[src/hw/rtl/trcs_pkg.sv]
// Shared types and constants for the triangle rotate, cull and shade block.
package trcs_pkg;

  localparam int TRIG_FRAC_BITS = 14;
  localparam int SHADE_BASE     = 128;
  localparam int NUM_REGS       = 8;
  localparam int SCR_W          = 12;
  localparam int SHADE_W        = 8;
  localparam int CENTER_W       = 10;
  localparam int TRIG_W         = 16;
  localparam int CRD_W          = 16;
  // Rotated coordinates grow by three bits in the first rotation stage and by two bits in each later one.
  localparam int R1_W           = 19;
  localparam int R2_W           = 21;
  localparam int R3_W           = 23;
  localparam int EDGE_W         = 24;
  localparam int NRM_W          = 49;

  // Register indexes
  localparam logic [2:0] REG_SIN_RX = 3'd0;
  localparam logic [2:0] REG_COS_RX = 3'd1;
  localparam logic [2:0] REG_SIN_RY = 3'd2;
  localparam logic [2:0] REG_COS_RY = 3'd3;
  localparam logic [2:0] REG_SIN_RZ = 3'd4;
  localparam logic [2:0] REG_COS_RZ = 3'd5;
  localparam logic [2:0] REG_CCOL   = 3'd6;
  localparam logic [2:0] REG_CROW   = 3'd7;

  typedef struct packed {
    logic signed [TRIG_W-1:0] sx;
    logic signed [TRIG_W-1:0] cx;
    logic signed [TRIG_W-1:0] sy;
    logic signed [TRIG_W-1:0] cy;
    logic signed [TRIG_W-1:0] sz;
    logic signed [TRIG_W-1:0] cz;
    logic [CENTER_W-1:0]      ccol;
    logic [CENTER_W-1:0]      crow;
  } cfg_t;

  typedef struct packed {
    logic signed [CRD_W-1:0] x;
    logic signed [CRD_W-1:0] y;
    logic signed [CRD_W-1:0] z;
  } vtx_t;

  typedef struct packed {
    vtx_t a;
    vtx_t b;
    vtx_t c;
  } tri_t;

  typedef struct packed {
    logic                      visible;
    logic signed [SCR_W-1:0]   ax;
    logic signed [SCR_W-1:0]   ay;
    logic signed [SCR_W-1:0]   bx;
    logic signed [SCR_W-1:0]   by;
    logic signed [SCR_W-1:0]   cx;
    logic signed [SCR_W-1:0]   cy;
    logic [SHADE_W-1:0]        r;
    logic [SHADE_W-1:0]        g;
    logic [SHADE_W-1:0]        b;
  } res_t;

endpackage

[src/hw/rtl/trcs_queue.sv]
// Two-entry queue of rotated triangles between front and back.
module trcs_queue (
  input  logic                     clk,
  input  logic                     rst_n,
  input  logic                     wr_valid,
  output logic                     wr_ready,
  input  logic [9*trcs_pkg::R3_W-1:0] wr_data,
  output logic                     rd_valid,
  input  logic                     rd_ready,
  output logic [9*trcs_pkg::R3_W-1:0] rd_data
);
  localparam int DW = 9*trcs_pkg::R3_W;
  logic [DW-1:0] mem_r [2];
  logic       wp_r, rp_r;
  logic [1:0] cnt_r;
  logic       wr, rd;

  assign wr_ready = (cnt_r != 2'd2);
  assign rd_valid = (cnt_r != 2'd0);
  assign wr = wr_valid && wr_ready;
  assign rd = rd_valid && rd_ready;
  assign rd_data = mem_r[rp_r];

  always_ff @(posedge clk) begin
    if (wr) mem_r[wp_r] <= wr_data;
  end

  // Advance pointers and count
  always_ff @(posedge clk) begin
    if (!rst_n) begin
      wp_r <= 1'b0; rp_r <= 1'b0; cnt_r <= '0;
    end else begin
      if (wr) wp_r <= ~wp_r;
      if (rd) rp_r <= ~rp_r;
      cnt_r <= cnt_r + 2'(wr) - 2'(rd);
    end
  end
endmodule

[config.mk]
export PLATFORM = sky130hd
export DESIGN_NAME = trcs_queue
export DESIGN_NICKNAME = d
export VERILOG_FILES = /design/src/hw/rtl/trcs_pkg.sv /design/src/hw/rtl/trcs_queue.sv
export SDC_FILE = /design/constraint.sdc
export NUM_CORES = 1
export LEC_CHECK = 0
export BUFFER_PORTS_ARGS = -buffer_cell sky130_fd_sc_hd__buf_2
export CAP_MARGIN = 5
export CELL_PAD_IN_SITES_DETAIL_PLACEMENT = 1
export CELL_PAD_IN_SITES_GLOBAL_PLACEMENT = 1
export CORE_MARGIN = 2
export CORE_UTILIZATION = 43
export DETAILED_ROUTE_END_ITERATION = 12
export PLACE_DENSITY_LB_ADDON = 0.1
export SLEW_MARGIN = 0
export SYNTH_ARGS = -nofsm -noshare
export SYNTH_HDL_FRONTEND = slang
export SYNTH_SLANG_ARGS = --single-unit
[constraint.sdc]
create_clock -name clk -period 16.04 [get_ports clk]
set_clock_uncertainty 0.2 [all_clocks]
set_input_delay 2.406 -clock clk [delete_from_list [all_inputs] [get_ports clk]]
set_output_delay 2.406 -clock clk [all_outputs]
set_load 0.02 [all_outputs]
==> results of run 1 <==
## cells in the mapped netlist
library cell	instances	area (um^2)
and2_1	2	12.51
and3_1	1	6.260
buf_2	7	35.03
buf_6	16	180.2
dfxtp_1	5	100.1
edfxtp_1	414	12430
ha_1	2	25.02
inv_1	1	3.750
mux2_2	77	867.1
mux2_4	130	1952
mux2i_1	1	10.01
nand2_1	2	7.510
nand2b_1	2	12.51
nor2_1	1	3.750
nor2b_1	2	12.51
o21a_1	1	7.510
or2_2	1	6.260
xnor2_1	3	26.28
## how the worst min path moves through the flow
| stage | startpoint | to | slack [ns] | cells past startpoint |
|---|---|---|---|---|
| global placement | wp_r | wp_r | 0.31 | 2 |
| detailed placement | wp_r | wp_r | 0.34 | 2 |
| floorplan | wp_r | wp_r | 0.25 | 2 |
| CTS | wp_r | wp_r | 0.36 | 2 |
| finish | rp_r | flip-flop | 0.35 | 2 |
| global route | wp_r | wp_r | 0.40 | 2 |
## where the power goes
group / switching, mW / total, mW / internal, mW
combinational: 0.514 / 0.880 / 0.366
clock: 0.390 / 0.958 / 0.568
sequential: 0.0503 / 1.43 / 1.38
## final cells by class
class                   count  area [um^2]
inverters                   1        3.754
well taps                 461        576.8
repair buffers            428         2165
fillers                  3295        16140
diodes                      7        17.52
flip-flops and latches    419        12540
clock buffers              66         1255
clock inverters             9        91.34
multi-input cells         225         2962
## cells by family (layout without fill, tap and decap cells)
family                     after synthesis  count (layout)  share of synthesized area [%]
AOI/OAI and AO/OA                        1               1                        0.04783
xor gates and xnor gates                 3               3                         0.1674
and+or+nand+nor                         11              11                         0.3905
adders and majority gates                2               2                         0.1594
DFF                                    419             419                          79.82
other                                    0               7                              0
muxes                                  208             208                          18.02
buffers and inverters                   24             504                          1.395
## state kept, by name (all words and copies together), names as in the netlist, named ones only
| register | cells |
|---|---|
| cnt_r | 2 |
| mem_r | 414 |
| rp_r | 1 |
| wp_r | 1 |
## placed cells by master (no fill, tap or decap), drive strengths merged
master and instances:
buf 428, edfxtp 414, mux2 207, clkbuf 66
diode 7, clkinv 6, dfxtp 5, xnor2 3
nand2b 2, nand2 2, nor2b 2, and2 2
ha 2, bufinv 2, o21a 1, or2 1
inv 1, and3 1, nor2 1, mux2i 1
clkinvlp 1
## metrics by stage
stage	power, mW	hold WS (ns)	cells	utilization (%)
global placement	2.336	0.3104	1534	51.04
finish	3.266	0.3541	1616	54.86
detailed placement	2.347	0.3409	1534	51.04
global route	3.403	0.3986	1612	54.83
floorplan	2.109	0.2549	668	-
CTS	3.312	0.3555	1609	54.81
## tightest hold or removal path, stage by stage, from the launching register on
cell and delay (ns):
dfxtp_1 0.33, xnor2_1 0.09, nor2b_1 0.10
## layer usage
| layer | global-route usage, % | share of wire (%) |
|---|---|---|
| met1 | 21.23 | 38 |
| met2 | 31.22 | 50 |
| met3 | 7.185 | 9.1 |
| met4 | 5.655 | 2.3 |
| met5 | 0 | 0.30 |
==> impl_metrics.json, run 1 <==
{
  "cts_buffer_depth": 3,
  "critPathLaunchType": "flip-flop",
  "antenna_found_initial": 15,
  "period_share_pct": 40.54,
  "peakVddDrop_mv": 0.09821,
  "cts-resized-gates": 0,
  "worst_slack_ns": 9.537,
  "ant_nets": 0,
  "cap_violations": 0,
  "maxSlewHeadroom_pct": 23.78,
  "worst_pin_slew_ns": 1.143,
  "fmax_mhz": 153.8,
  "synth_cells": 668,
  "rows": 69,
  "min_period_ns": 6.503,
  "grt_pass1_vias": 8649,
  "drv_slew": 0,
  "timing.reg2reg.setup_slack_ns": 12.88,
  "ctsHoldBuffers": 0,
  "clock_sinks": 419,
  "fp.dieW_um": 195.1,
  "syn_area_per_cell_um2": 23.50,
  "ys_types": 18,
  "cpMaxStageDelayCell": "buf_4",
  "gr-total-overflow": 0,
  "drtIter0Drc": 289,
  "synth_area_um2": 15700,
  "crit_end": "rd_data[60]",
  "io_pins": 420,
  "hold_viol_final": 0,
  "status": "finished clean",
  "cp.required_ns": 13.43,
  "nets": 1332,
  "post_dp_cell_area_um2": 18240,
  "critPathMaxStageDelay_ns": 0.99,
  "crit_fanout": 64,
  "leakage_nw": 7.528,
  "worst-path-stages": 4,
  "clk_pin_slew_ns": 0.05,
  "critPathKind": "reg2out",
  "cts_tree": "yes",
  "routed_wl_um": 35580,
  "crit_chain": "buf_4 -> buf_4 -> mux2_2 -> buf_2",
  "ys_seq_area_share_pct": 79.82,
  "crit_top_cell": "buf_4",
  "numCtsBuffers": 44,
  "vias_per_cell": 4.882,
  "finalSetupViolCount": 0,
  "gp_congestion": 0.7253,
  "first_pass_iters": 4,
  "root_buffer": "clkbuf_16",
  "drc": 0,
  "syn_nets": 881,
  "holdCritPathClass": "reg2reg",
  "drive_gt1_share_pct": 60.37,
  "power.density_nw_per_um2": 166.6,
  "dieArea_um2": 38060,
  "yosysWarnings": 0,
  "grt_max_degree": 77,
  "vias": 7889,
  "pre_cts_ws_ns": 10.04,
  "fin_area_um2": 19610,
  "critPathCaptureType": "output pin",
  "die_h_um": 195.1,
  "grt_pass1_wl_um": 52300,
  "clkLatencyLatePin_ns": 0.53,
  "rr_startpoint": "cnt_r[0]",
  "critPathArrivalTime_ns": 3.90,
  "tns_ns": 0,
  "wire_per_inst_um": 22.02,
  "critPathBufInv": 3,
  "start_util_pct": 43.93,
  "ys_ff_latch": 419,
  "grt.total_usage_pct": 18.27,
  "reg2reg_to": "mem_r[0][123]",
  "ctsHtreeMaxLevel": 2,
  "cp_top_family": "buffers and inverters",
  "port_buffers": 419,
  "reg2reg_depth": 4,
  "dp_hpwl_um": 24080,
  "syn_to_final_growth_pct": 24.88,
  "rsz0062_at_grt": "no",
  "core_area_um2": 35740,
  "post-cts-setup-buffers": 0
}
No activity file was read; power rests on OpenSTA's default activity.
==> inputs of run 2 (changes only) <==
==> constraint.sdc (replaced) <==
create_clock -name clk -period 6.1 [get_ports clk]
set_clock_uncertainty 0.2 [all_clocks]
set_input_delay 0.915 -clock clk [delete_from_list [all_inputs] [get_ports clk]]
set_output_delay 0.915 -clock clk [all_outputs]
set_load 0.02 [all_outputs]
==> run 2 against run 1 <==
  * First-iteration DRC count grew 26%
  * Clock power grew to 2.7 times the previous value
  * Wire length shrank 1.2%
  * Largest cell class unchanged
  * Highest routed layer unchanged
==> impl_metrics.json, run 2 (synthesized netlist as in run 1, its figures left out) <==
{
  "status": "finished clean",
  "worst_pin_slew_ns": 1.070,
  "routed_wl_um": 35170,
  "drv_slew": 0,
  "syn_to_final_growth_pct": 25.63,
  "grt_pass1_wl_um": 51630,
  "clock_sinks": 419,
  "largest_reg_flops": 414,
  "start_util_pct": 43.93,
  "vias_per_cell": 4.876,
  "numCtsBuffers": 45,
  "gr-total-overflow": 0,
  "io_pins": 420,
  "cp.required_ns": 4.98,
  "ff_latch_area_um2": 12540,
  "critPathArrivalTime_ns": 2.54,
  "die_h_um": 195.1,
  "rows": 69,
  "ctsHoldBuffers": 0,
  "drtIter0Drc": 365,
  "maxSlewHeadroom_pct": 28.64,
  "vias": 7899,
  "ctsHtreeMaxLevel": 2,
  "cts_tree": "yes",
  "post-cts-setup-buffers": 0,
  "ant_nets": 0,
  "dp_hpwl_um": 23670,
  "hold_viol_final": 0,
  "crit_fanout": 86,
  "antenna_found_initial": 12,
  "grt_pass1_vias": 8400,
  "finalSetupViolCount": 0,
  "clkLatencyLatePin_ns": 0.56,
  "tns_ns": 0,
  "stdcell_count": 1620,
  "top_regs": "mem_r: 414 flops, cnt_r: 2 flops",
  "critPathLaunchType": "flip-flop",
  "cts-resized-gates": 0,
  "layout_commonest_cell": "buf_2",
  "critPathKind": "reg2out",
  "grt.total_usage_pct": 18.23,
  "regMostFlops": "mem_r",
  "gp_congestion": 0.7659,
  "port_buffers": 419,
  "root_buffer": "clkbuf_16",
  "fillers": 3306,
  "first_pass_iters": 4,
  "placedCellCount": 1532,
  "rsz0062_at_grt": "no",
  "period_share_pct": 59.98,
  "layout.cells.most_common_list": "419 x buf_2, 414 x edfxtp_1, 130 x mux2_4",
  "peakVddDrop_mv": 0.3383,
  "critPathCaptureType": "output pin",
  "multi_input_area_um2": 2962,
  "pre_cts_ws_ns": 3.014,
  "wire_per_inst_um": 21.71,
  "fp.dieW_um": 195.1,
  "holdCritPathClass": "in2reg",
  "cap_violations": 0,
  "clk_pin_slew_ns": 0.06,
  "drive_gt1_share_pct": 60.52,
  "drc": 0,
  "leakage_nw": 7.568,
  "nets": 1331,
  "fmax_mhz": 273.3,
  "min_period_ns": 3.659,
  "cts_buffer_depth": 3,
  "worst_slack_ns": 2.441,
  "dieArea_um2": 38060,
  "core_area_um2": 35740,
  "power.density_nw_per_um2": 440.7,
  "grt_max_degree": 173
}
run 2: final timing paths:
| check | start | to | slack (ns) | depth (start not counted) |
|---|---|---|---|---|
| setup / recovery | flip-flop | rd_data[71] | 2.44 | 3 |
| hold / removal | wr_data[10] | mem_r[0][10] | 0.34 | 1 |
| setup reg to reg | cnt_r[0] | mem_r[1][178] | 3.61 | 3 |
| hold reg to reg | rp_r | flip-flop | 0.35 | 2 |
run 2: stage by stage:
step | utilization [%] | hold slack [ns] | cell area (um^2) | total power, mW
after floorplan | - | 0.2880 | 15710 | 5.461
after detailed placement | 51.14 | 0.3356 | 18280 | 6.169
final | 55.18 | 0.3357 | 19720 | 8.693
after CTS | 55.12 | 0.2985 | 19700 | 8.818
after global placement | 51.14 | 0.3130 | 18280 | 6.139
after global routing | 55.14 | 0.3130 | 19710 | 9.044
run 2: area by class of cell:
| class | count | share of cell area, % |
|---|---|---|
| flip-flops and latches | 419 | 63.56 |
| multi-input cells | 225 | 15.02 |
| repair buffers | 426 | 11.15 |
| clock buffers | 59 | 6.191 |
| well taps | 461 | 2.924 |
| clock inverters | 20 | 1.028 |
| diodes | 9 | 0.1142 |
| inverters | 1 | 0.01903 |
run 2: routing by layer:
metal,vias up,global-route usage [%],part of all wire (%)
met5,-,0,0.10
met1,3933,21.19,38
met2,302,30.67,50
met3,70,6.580,8.5
met4,8,7.634,2.8
li1,3586,-,-
run 2: where the power goes:
group | internal [mW] | leakage, nW | switching, mW | total, mW
logic | 0.965 | 2.97 | 1.35 | 2.32
registers | 3.62 | 3.91 | 0.127 | 3.75
clock network | 1.57 | 0.687 | 1.05 | 2.63
run 2: worst max-delay path, cell delays in order, from the launching register on:
cell     delay (ns)
dfxtp_4        0.76
buf_12         0.54
mux2_2         0.42
buf_2          0.16
==> inputs of run 3 (changes only) <==
--- a/config.mk
+++ b/config.mk
@@ -10,7 +10,7 @@
 export CELL_PAD_IN_SITES_DETAIL_PLACEMENT = 1
 export CELL_PAD_IN_SITES_GLOBAL_PLACEMENT = 1
 export CORE_MARGIN = 2
-export CORE_UTILIZATION = 43
+export CORE_UTILIZATION = 40
 export DETAILED_ROUTE_END_ITERATION = 12
 export PLACE_DENSITY_LB_ADDON = 0.1
 export SLEW_MARGIN = 0
==> constraint.sdc (replaced) <==
create_clock -name clk -period 3.2 [get_ports clk]
set_clock_uncertainty 0.2 [all_clocks]
set_input_delay 0.48 -clock clk [delete_from_list [all_inputs] [get_ports clk]]
set_output_delay 0.48 -clock clk [all_outputs]
set_load 0.02 [all_outputs]
==> run 3 against run 2 <==
  * Clock power is 88% higher
  * First-iteration DRC count down 5.5%
  * Critical path type unchanged
  * Sequential power grew 90%
  * Hold slack worse by 0.28 ns
  * Core utilization grew 1.8 points
  * Via count increased by 9.9%
  * Cell count rose by 17%
  * Non-clock buffer count rose by 223
  * Total power increased by 94%
==> impl_metrics.json, run 3 (synthesized netlist as in run 1, its figures left out) <==
{
  "vias_per_cell": 4.583,
  "min_period_ns": 2.956,
  "drive_gt1_share_pct": 51.93,
  "placedCellCount": 1604,
  "rr_startpoint": "cnt_r[0]",
  "vias": 8681,
  "fmax_mhz": 338.3,
  "antenna_found_initial": 2,
  "top_regs": "mem_r: 414 flops, cnt_r: 2 flops",
  "ant_nets": 0,
  "numCtsBuffers": 46,
  "crit_fanout": 35,
  "cts-resized-gates": 0,
  "clock_sinks": 419,
  "holdCritPathClass": "in2reg",
  "fillers": 3609,
  "routed_wl_um": 37770,
  "status": "finished clean",
  "rsz0062_at_grt": "no",
  "fp.dieW_um": 202.1,
  "grt_pass1_vias": 9629,
  "drc": 0,
  "die_h_um": 202.1,
  "layout_commonest_cell": "buf_2",
  "clkLatencyLatePin_ns": 0.54,
  "peakVddDrop_mv": 0.4296,
  "drv_slew": 0,
  "wire_per_inst_um": 19.94,
  "utilization_pct": 56.96,
  "grt_pass1_wl_um": 56910,
  "dp_hpwl_um": 24350,
  "port_buffers": 419,
  "first_pass_iters": 4,
  "pre_cts_ws_ns": 0.7939,
  "gr-total-overflow": 0,
  "total_power_mw": 16.90,
  "root_buffer": "clkbuf_16",
  "leakage_nw": 8.547,
  "cts_tree": "yes",
  "regMostFlops": "mem_r",
  "reg2reg_depth": 3,
  "critPathArrivalTime_ns": 2.28,
  "cap_violations": 0,
  "clk_pin_slew_ns": 0.06,
  "start_util_pct": 40.53,
  "critPathCaptureType": "output pin",
  "critPathKind": "reg2out",
  "drtIter0Drc": 345,
  "cts_buffer_depth": 3,
  "dieArea_um2": 40850,
  "largest_reg_flops": 414,
  "ctsHtreeMaxLevel": 2,
  "power.density_nw_per_um2": 765.8,
  "reg2reg_to": "mem_r[1][205]",
  "rows": 72,
  "syn_to_final_growth_pct": 40.54,
  "gp_congestion": 0.7305,
  "critPathLaunchType": "flip-flop",
  "worst_pin_slew_ns": 0.6829,
  "cp.required_ns": 2.52,
  "finalSetupViolCount": 0,
  "grt_max_degree": 77,
  "worst_slack_ns": 0.2438,
  "core_area_um2": 38740,
  "stdcell_count": 1894,
  "grt.total_usage_pct": 18.27,
  "period_share_pct": 92.38,
  "maxSlewHeadroom_pct": 54.47,
  "nets": 1555,
  "io_pins": 420,
  "hold_viol_final": 0,
  "crit_end": "rd_data[14]",
  "layout.cells.most_common_list": "419 x buf_2, 414 x edfxtp_1, 208 x dlygate4sd3_1",
  "timing.reg2reg.setup_slack_ns": 1.21
}
[run 3: changes by cell type in the layout (fill, tap and decap cells not counted), sizes merged]
cell	delta
buf	+15
clkinvlp	-1
dlygate4sd3	+208
diode	-8
inv	-1
clkinv	+7
bufinv	-2
clkbuf	-1
[run 3: what timing repair did]
item                                   in CTS  in global routing
setup buffers                               0                  0
endpoints found under the hold margin     416                  0
hold buffers                              208                  0
[run 3: layout make-up]
type                            count  area [um^2]  area share (%)
Clock buffer                       58         1260           5.710
Inverter                            1        3.754         0.01701
Antenna cell                        1        2.502         0.01134
Tap cell                          518        648.1           2.937
Clock inverter                     23        155.1          0.7031
Multi-Input combinational cell    225         2977           13.49
Timing Repair Buffer              649         4482           20.31
Sequential cell                   419        12540           56.82
[run 3: critical path, cell delays in order (launching register included)]
cell     delay, ns
dfxtp_4       0.80
buf_4         0.38
mux2_2        0.37
buf_2         0.16
[run 3: through the flow]
step	area [um^2]	hold slack [ns]	setup TNS (ns)
2_1_floorplan	15730	0.2868	-322.94
4_1_cts	22060	0.02161	0
5_1_grt	22060	0.03843	0
3_3_place_gp	18570	0.3094	0
3_5_place_dp	18570	0.3211	0
6_report	22060	0.05698	0
[run 3: metal layers]
| layer | part of all wire [%] | up-vias | global-route usage [%] |
|---|---|---|---|
| met3 | 6.1 | 71 | 4.821 |
| li1 | - | 4009 | - |
| met2 | 51 | 277 | 32.11 |
| met4 | 3.4 | 2 | 7.169 |
| met1 | 39 | 4322 | 21.38 |
| met5 | 0.034 | - | 0 |
[run 3: worst min-delay path by stage]
stage / cells past startpoint / endpoint / slack [ns] / start
after global routing: 3 / wp_r / 0.04 / wr_valid
after detailed placement: 2 / wp_r / 0.32 / wp_r
after floorplan: 2 / wp_r / 0.29 / wp_r
after CTS: 3 / wp_r / 0.02 / wr_valid
after global placement: 2 / wp_r / 0.31 / wp_r
final: 3 / wp_r / 0.06 / wr_valid
[run 3: power breakdown]
group          internal, mW  leakage, nW  switching (mW)
combinational          2.12         3.95            2.69
sequential             6.89         3.91           0.250
clock                  2.93        0.691            2.02
